==> src/hdl/rdmf_pkg.sv <==
// Shared types and constants for the table-driven Mealy/Moore control automaton.
// No dependencies; every other file in hdl/ imports this package.
package rdmf_pkg;

    // Sizing of the automaton
    localparam int STATE_BITS  = 4;
    localparam int GROUP_BITS  = 2;
    localparam int INPUT_BITS  = 8;
    localparam int OUTPUT_BITS = 8;

    // Fixed widths of the channel fields
    localparam int OP_W        = 2;
    localparam int CI_W        = 8;
    localparam int ROW_FIELD_W = 4;
    localparam int COL_FIELD_W = 4;
    localparam int VAL_W       = 8;
    localparam int ST_FIELD_W  = 4;
    localparam int CW_W        = 8;

    // Table geometry
    localparam int CELL_W     = 8;
    localparam int NUM_ROWS   = 1 << STATE_BITS;
    localparam int NUM_COLS   = 1 + (2 << GROUP_BITS);
    localparam int COL_W      = $clog2(NUM_COLS);
    localparam int NUM_GROUPS = (INPUT_BITS + GROUP_BITS - 1) / GROUP_BITS;
    localparam int GRP_W      = (NUM_GROUPS > 1) ? $clog2(NUM_GROUPS) : 1;
    localparam int PAD_W      = NUM_GROUPS * GROUP_BITS;

    localparam logic [COL_W-1:0] GROUP_COL = '0;
    localparam logic [COL_W-1:0] MOORE_COL = COL_W'(1 + (1 << GROUP_BITS));

    localparam logic [CI_W-1:0] IN_MASK  = CI_W'((64'd1 << INPUT_BITS) - 64'd1);
    localparam logic [CW_W-1:0] OUT_MASK = CW_W'((64'd1 << OUTPUT_BITS) - 64'd1);

    typedef logic [NUM_COLS-1:0][CELL_W-1:0] row_t;

    typedef enum logic [OP_W-1:0] {
        OP_STEP  = 2'd0,
        OP_WRITE = 2'd1,
        OP_FORCE = 2'd2
    } op_t;

    typedef enum logic {
        MODE_MEALY = 1'b0,
        MODE_MOORE = 1'b1
    } mode_t;

endpackage

==> src/hdl/rdmf_if.sv <==
// Valid/ready channel interfaces for the automaton's item and result streams.
// Depends on rdmf_pkg for field widths.
interface rdmf_in_if import rdmf_pkg::*; ();
    logic                   valid;
    logic                   ready;
    logic [OP_W-1:0]        operation;
    logic [CI_W-1:0]        control_inputs;
    logic [ROW_FIELD_W-1:0] table_row;
    logic [COL_FIELD_W-1:0] table_column;
    logic [VAL_W-1:0]       table_value;
    logic [ST_FIELD_W-1:0]  forced_state;

    modport source (
        output valid, operation, control_inputs, table_row, table_column,
               table_value, forced_state,
        input  ready
    );
    modport sink (
        input  valid, operation, control_inputs, table_row, table_column,
               table_value, forced_state,
        output ready
    );
endinterface

interface rdmf_out_if import rdmf_pkg::*; ();
    logic                  valid;
    logic                  ready;
    logic [CW_W-1:0]       control_word;
    logic [ST_FIELD_W-1:0] current_state;
    logic                  group_error;

    modport source (
        output valid, control_word, current_state, group_error,
        input  ready
    );
    modport sink (
        input  valid, control_word, current_state, group_error,
        output ready
    );
endinterface

==> src/hdl/rom_driven_mealy_moore_fsm.sv <==
// Top level of the table-driven Mealy/Moore control automaton.
// Depends on rdmf_pkg, the channel interfaces in rdmf_if and rdmf_table.
//
//  channel   kind        direction  transfer when
//  in_item   valid/ready in         in_item.valid && in_item.ready
//  out_item  valid/ready out        out_item.valid && out_item.ready
//  cfg       write only  in         cfg_we high (automaton_mode)
//
// Each item is decoded and applied as it transfers: one per cycle unless stalled.
// The state register and table are updated at that edge; the result lands in a
// one-deep output register, so the next item reads the updated state and table.
// in_item.ready drops only while a result waits and out_item.ready is low.
// Reset clears the state register, the mode and the result valid; the table is
// not cleared.
module rom_driven_mealy_moore_fsm import rdmf_pkg::*; (
    input  logic  clk,
    input  logic  rst_n,
    rdmf_in_if.sink    in_item,
    rdmf_out_if.source out_item,
    input  logic  cfg_we,
    input  logic  cfg_wdata
);

    logic [STATE_BITS-1:0] state_reg;
    logic [STATE_BITS-1:0] state_next;
    mode_t                 mode_reg;
    logic                  out_valid_reg;
    logic [CW_W-1:0]       word_reg;
    logic [CW_W-1:0]       word_next;
    logic                  err_reg;
    logic                  err_next;

    logic                  accept;
    logic                  tbl_we;
    logic                  cell_in_range;
    row_t                  row_cells;
    logic [CELL_W-1:0]     grp_cell;
    logic                  grp_err;
    logic [GRP_W-1:0]      grp_sel;
    logic [CI_W-1:0]       ctrl_in;
    logic [PAD_W-1:0]      padded;
    logic [GROUP_BITS-1:0] grp_val;
    logic [COL_W-1:0]      next_col;
    logic [COL_W-1:0]      word_col;

    assign in_item.ready = !out_valid_reg || out_item.ready;
    assign accept        = in_item.valid && in_item.ready;

    rdmf_table u_table (
        .clk      (clk),
        .wr_en    (tbl_we),
        .wr_row   (STATE_BITS'(in_item.table_row)),
        .wr_col   (COL_W'(in_item.table_column)),
        .wr_data  (in_item.table_value),
        .rd_row   (state_reg),
        .rd_cells (row_cells)
    );

    // Group selection: clamp an out-of-range index to the last group
    assign grp_cell = row_cells[GROUP_COL];
    assign grp_err  = (32'(grp_cell) >= NUM_GROUPS);
    assign grp_sel  = grp_err ? GRP_W'(NUM_GROUPS - 1) : GRP_W'(grp_cell);
    assign ctrl_in  = in_item.control_inputs & IN_MASK;

    // Pad the inputs with zeros up to a whole number of groups
    always_comb
    begin
        padded = '0;
        for (int b = 0; b < PAD_W; b++)
        begin
            if (b < CI_W)
            begin
                padded[b] = ctrl_in[b];
            end
        end
    end

    assign grp_val = padded[grp_sel * GROUP_BITS +: GROUP_BITS];

    always_comb
    begin
        if (mode_reg == MODE_MOORE)
        begin
            next_col = COL_W'(grp_val) + COL_W'(1);
            word_col = MOORE_COL;
        end
        else
        begin
            next_col = COL_W'({grp_val, 1'b0}) + COL_W'(1);
            word_col = COL_W'({grp_val, 1'b0}) + COL_W'(2);
        end
    end

    assign cell_in_range = (32'(in_item.table_row) < NUM_ROWS)
                        && (32'(in_item.table_column) < NUM_COLS);

    always_comb
    begin
        state_next = state_reg;
        word_next  = '0;
        err_next   = 1'b0;
        tbl_we     = 1'b0;
        case (op_t'(in_item.operation))
            OP_STEP:
            begin
                state_next = row_cells[next_col][STATE_BITS-1:0];
                word_next  = CW_W'(row_cells[word_col]) & OUT_MASK;
                err_next   = grp_err;
            end
            OP_WRITE:
            begin
                tbl_we = accept && cell_in_range;
            end
            OP_FORCE:
            begin
                state_next = STATE_BITS'(in_item.forced_state);
            end
            default:
            begin
                state_next = state_reg;
            end
        endcase
    end

    always_ff @(posedge clk or negedge rst_n)
    begin
        if (!rst_n)
        begin
            state_reg     <= '0;
            mode_reg      <= MODE_MEALY;
            out_valid_reg <= 1'b0;
        end
        else
        begin
            if (cfg_we)
            begin
                mode_reg <= mode_t'(cfg_wdata);
            end
            if (accept)
            begin
                state_reg     <= state_next;
                out_valid_reg <= 1'b1;
            end
            else if (out_item.ready)
            begin
                out_valid_reg <= 1'b0;
            end
        end
    end

    // Result payload: hold until the next transfer in
    always_ff @(posedge clk)
    begin
        if (accept)
        begin
            word_reg <= word_next;
            err_reg  <= err_next;
        end
    end

    assign out_item.valid         = out_valid_reg;
    assign out_item.control_word  = word_reg;
    assign out_item.current_state = ST_FIELD_W'(state_reg);
    assign out_item.group_error   = err_reg;

endmodule

==> src/hdl/rdmf_table.sv <==
// Program table: one row per state, one cell written per cycle, whole row read.
// Depends on rdmf_pkg for the table geometry and row type.
module rdmf_table import rdmf_pkg::*; (
    input  logic                  clk,
    input  logic                  wr_en,
    input  logic [STATE_BITS-1:0] wr_row,
    input  logic [COL_W-1:0]      wr_col,
    input  logic [CELL_W-1:0]     wr_data,
    input  logic [STATE_BITS-1:0] rd_row,
    output row_t                  rd_cells
);

    row_t table_reg [NUM_ROWS];

    // Contents are undefined until written, so no reset
    always_ff @(posedge clk)
    begin
        if (wr_en)
        begin
            table_reg[wr_row][wr_col] <= wr_data;
        end
    end

    assign rd_cells = table_reg[rd_row];

endmodule
==> src/flat_wrapper.sv <==
// flat-port wrapper written by rule: the top's interface ports become plain ports
module rom_driven_mealy_moore_fsm_flat import rdmf_pkg::*;
  (clk, rst_n, cfg_we, cfg_wdata, in_item_valid, in_item_operation, in_item_control_inputs, in_item_table_row, in_item_table_column, in_item_table_value, in_item_forced_state, in_item_ready, out_item_valid, out_item_control_word, out_item_current_state, out_item_group_error, out_item_ready);
  rdmf_in_if in_item_i ();
  rdmf_out_if out_item_i ();
  input  logic clk;
  input  logic rst_n;
  input  logic cfg_we;
  input  logic cfg_wdata;
  input wire logic [$bits(in_item_i.valid)-1:0] in_item_valid;
  input wire logic [$bits(in_item_i.operation)-1:0] in_item_operation;
  input wire logic [$bits(in_item_i.control_inputs)-1:0] in_item_control_inputs;
  input wire logic [$bits(in_item_i.table_row)-1:0] in_item_table_row;
  input wire logic [$bits(in_item_i.table_column)-1:0] in_item_table_column;
  input wire logic [$bits(in_item_i.table_value)-1:0] in_item_table_value;
  input wire logic [$bits(in_item_i.forced_state)-1:0] in_item_forced_state;
  output wire logic [$bits(in_item_i.ready)-1:0] in_item_ready;
  output wire logic [$bits(out_item_i.valid)-1:0] out_item_valid;
  output wire logic [$bits(out_item_i.control_word)-1:0] out_item_control_word;
  output wire logic [$bits(out_item_i.current_state)-1:0] out_item_current_state;
  output wire logic [$bits(out_item_i.group_error)-1:0] out_item_group_error;
  input wire logic [$bits(out_item_i.ready)-1:0] out_item_ready;
  assign in_item_i.valid = in_item_valid;
  assign in_item_i.operation = in_item_operation;
  assign in_item_i.control_inputs = in_item_control_inputs;
  assign in_item_i.table_row = in_item_table_row;
  assign in_item_i.table_column = in_item_table_column;
  assign in_item_i.table_value = in_item_table_value;
  assign in_item_i.forced_state = in_item_forced_state;
  assign in_item_ready = in_item_i.ready;
  assign out_item_valid = out_item_i.valid;
  assign out_item_control_word = out_item_i.control_word;
  assign out_item_current_state = out_item_i.current_state;
  assign out_item_group_error = out_item_i.group_error;
  assign out_item_i.ready = out_item_ready;
  rom_driven_mealy_moore_fsm u_core (.clk(clk), .rst_n(rst_n), .in_item(in_item_i), .out_item(out_item_i), .cfg_we(cfg_we), .cfg_wdata(cfg_wdata));
endmodule
==> config.mk <==
export PLATFORM = sky130hd
export DESIGN_NAME = rom_driven_mealy_moore_fsm_flat
export DESIGN_NICKNAME = d
export VERILOG_FILES = /design/src/hdl/rdmf_pkg.sv /design/src/hdl/rdmf_if.sv /design/src/hdl/rom_driven_mealy_moore_fsm.sv /design/src/hdl/rdmf_table.sv /design/src/flat_wrapper.sv
export SDC_FILE = /design/constraint.sdc
export NUM_CORES = 1
export LEC_CHECK = 0
export BUFFER_PORTS_ARGS = -buffer_cell sky130_fd_sc_hd__buf_2
export CAP_MARGIN = 20
export CORE_MARGIN = 1.5
export CORE_UTILIZATION = 60
export DETAILED_ROUTE_END_ITERATION = 10
export PLACE_DENSITY = 0.86
export SKIP_LAST_GASP = 1
export SLEW_MARGIN = 20
export SYNTH_ARGS = -nofsm -noshare
export SYNTH_HDL_FRONTEND = slang
export SYNTH_SLANG_ARGS = --single-unit
==> constraint.sdc <==
create_clock -name clk -period 10.7 [get_ports clk]
set_clock_uncertainty 0.1 [all_clocks]
set_input_delay 1.07 -clock clk [delete_from_list [all_inputs] [get_ports clk]]
set_output_delay 1.07 -clock clk [all_outputs]
set_load 0.02 [all_outputs]
==> flow_summary.json <==
{
  "place_congestion": 0.880,
  "die_y_um": 255,
  "wire_length_after_detailed_routing_mm": 96.1,
  "finalSetupTns_ns": 0,
  "synth_top_area_share_pct": 76.3,
  "synth_top_flop_cell": "edfxtp_1",
  "count_of_max_cap_constraint_violations": 0,
  "core_area_mm2": 0.0630,
  "yosys.area_share.simple_pct": 3.07,
  "drt_iter0_markers": 3197,
  "post_cts_buffers": 0,
  "worstSetupStartpointType": "register",
  "timing_worst_slew_pin_value_ns": 1.18,
  "cts_tree": "built",
  "synth_top_family_by_area": "multiplexers",
  "type_of_element_capturing_the_critical_path": "register",
  "route.antenna.remaining_nets": 0,
  "p_r_area_growth_vs_syn_pct": 10.7,
  "maxClockFrequency_ghz": 0.193,
  "largest_area_contributor_in_the_netlist": "edfxtp_1",
  "cell_area_synth_mm2": 0.0382,
  "final_min_period_over_clock_period_pct": 48.5,
  "cts.sinks": 975,
  "rsz0062_at_grt": "false",
  "synth_cell_types": 57,
  "finalInstanceArea_mm2": 0.0422,
  "hpwlAfterDp_mm": 51.1,
  "worst_path_arrival_time_ns": 5.58,
  "worstPathRequired_ns": 11.09,
  "rows": 92,
  "outcome": "completed",
  "p_leak_nw": 13.1,
  "worst_vdd_drop_uv": 142,
  "max_slew_margin_pct": 21.4,
  "reg2reg_setup_slack_ns": 5.51,
  "synthesis.instances": 1724,
  "top_level_ports": 51,
  "hold_viol_final": 0,
  "synth-compound-area-share_pct": 1.47,
  "routedWlPerCell_um": 35.4,
  "synth_edf_count": 969,
  "antenna_found_initial": 7,
  "drv_slew": 0,
  "post_synth_xor_area_fraction_pct": 0,
  "nNetsFinal": 1828,
  "largest_register_ffs": 960,
  "total_power_w": 0.00948,
  "synth.area.top_cells": "edfxtp_1 76%, mux4_2 17%, nor2_1 1.9%",
  "cts-root-buf": "clkbuf_16",
  "drc_violation_count_after_routing": 0,
  "clkTransAtPathRegs_ns": 0.07,
  "synth.mux.area_fraction_pct": 17.5,
  "period_minus_slack_ns": 5.19,
  "routed-via-count": 19100,
  "post_route_cells_drive_above_1_share_pct": 26.9,
  "ctsHoldBuffers": 0,
  "synth-adder-area-share_pct": 0,
  "layout.filler_cells": 3554,
  "hold_slack_final_ns": 0.172,
  "cts_max_level": 3,
  "dieWidth_um": 255,
  "numCtsBuffers": 91,
  "yosysWarnings": 0,
  "clk-insertion-delay-late_ns": 0.65,
  "critical_path_class": "register to register",
  "avgViaCountPerCell": 7.05,
  "worstHoldPathType": "input port to async pin",
  "first_pass_drt_iterations": 6,
  "async_flop_share_pct": 0.615,
  "die_outline_area_mm2": 0.0651,
  "crit_path_start": "u_core.out_item.current_state[1]",
  "power_density_mw_per_mm2": 224,
  "globalRouteOverflowTotal": 0,
  "number_of_global_route_vias_before_repair": 19700,
  "count_of_state_elements_after_synthesis": 975,
  "starting_density_of_the_core_pct": 60.6,
  "largest_net_degree_at_the_start_of_global_routing": 133,
  "seq_area_frac_synth_pct": 76.7,
  "mappedNetlistNets": 1760,
  "finalSetupViolations": 0,
  "cts.path.max_buffers": 3,
  "grt_first_pass_wirelength_mm": 137,
  "syn_avg_cell_area_um2": 22.1,
  "post_cts_resized": 0,
  "crit_path_max_fanout": 132,
  "grt.total_usage_pct": 30.2,
  "placed_cell_area_mm2": 0.0392,
  "place.port_buffers": 50,
  "worst_r2r_startpoint": "u_core.out_item.current_state[1]"
}
[cell families after synthesis]
kind of cell	after synthesis
mux	317
simple gates	274
flops	975
buf+inv	97
compound gates	61
[synthesized netlist by cell type (5+ instances only)]
cell type	n
a21oi_1	7
buf_2	44
o21ai_0	6
nand2_1	21
a211o_1	5
nor2b_1	10
nor3_1	8
mux2_2	6
buf_4	7
edfxtp_1	969
mux2i_1	30
dfrtp_1	6
clkbuf_1	26
nand3_1	10
mux4_2	280
nor2_1	196
buf_1	11
nand2b_1	7
[where the power goes]
part,internal [W],switching (W),leakage (nW)
Combinational,0.000882,0.000995,2.89
Clock,0.00188,0.00142,1.45
Sequential,0.00421,0.0000918,8.78
Total,0.00697,0.00250,13.1
[final cells by class]
class	instances	area (um2)	share of cell area, %
Sequential cell	975	29300	69.3
Multi-Input combinational cell	652	8420	19.9
Clock buffer	113	2420	5.74
Tap cell	846	1060	2.51
Clock inverter	52	569	1.35
Timing Repair Buffer	67	469	1.11
Inverter	5	18.8	0.0444
Antenna cell	4	10.0	0.0237
[critical path, stage by stage (launching register included)]
cell       delay, ns
dfrtp_4         0.89
buf_12          0.69
mux4_2          0.44
mux2_2          0.34
o21ai_4         0.23
o21ba_4         0.21
a22oi_2         0.23
a2bb2oi_4       0.73
nand2_1         0.20
a2111oi_0       0.74
a211oi_1        0.10
[path summary, 6_finish.rpt]
path | cells past startpoint | to
max | 10 | u_core.out_item.current_state[1]
min | 1 | u_core.out_item.current_state[3]
max reg2reg | 10 | u_core.out_item.current_state[1]
min reg2reg | 2 | u_core.out_item.valid
max in group asynchronous | 1 | u_core.out_item.current_state[1]
min in group clk | 2 | u_core.out_item.valid
[cells in the final DEF, fill, tap and decap left out, types with 3 or more instances in the layout]
master and instances:
edfxtp_1 969, mux4_2 280, nor2_1 195, clkbuf_16 94, buf_2 46, mux2i_1 30
nand2_1 21, clkbuf_1 19, clkinv_1 17, buf_4 15, clkinv_2 14, bufinv_16 11
nor2b_1 10, nand3_1 10, nor3_1 8, nand2b_1 7, a21oi_1 7, mux2_2 6
o21ai_0 6, a211o_1 5, diode_2 4, inv_1 4, nand3b_1 4, and2_1 4
a2111oi_0 4, o2bb2ai_1 4, a22o_1 4, clkinvlp_4 4, dfrtp_4 4, nor3b_1 3
a211oi_1 3, o21ai_1 3, a2111oi_2 3, clkinv_8 3, buf_12 3
[metal layers]
metal | part of all wire (%) | track usage [%]
met1 | 33 | 38.7
met2 | 49 | 49.0
met3 | 12 | 6.93
met4 | 5.9 | 15.8
met5 | 0.026 | 0
[stage by stage]
stage	utilization, %	setup slack (ns)	instances
2_1_floorplan	-	7.17	1724
3_3_place_gp	62.2	5.94	2543
3_5_place_dp	62.2	5.83	2543
4_1_cts	67.0	5.55	2708
5_1_grt	67.1	5.30	2710
6_report	67.1	5.51	2714
Note: power is estimated with default switching activity, not from simulation.
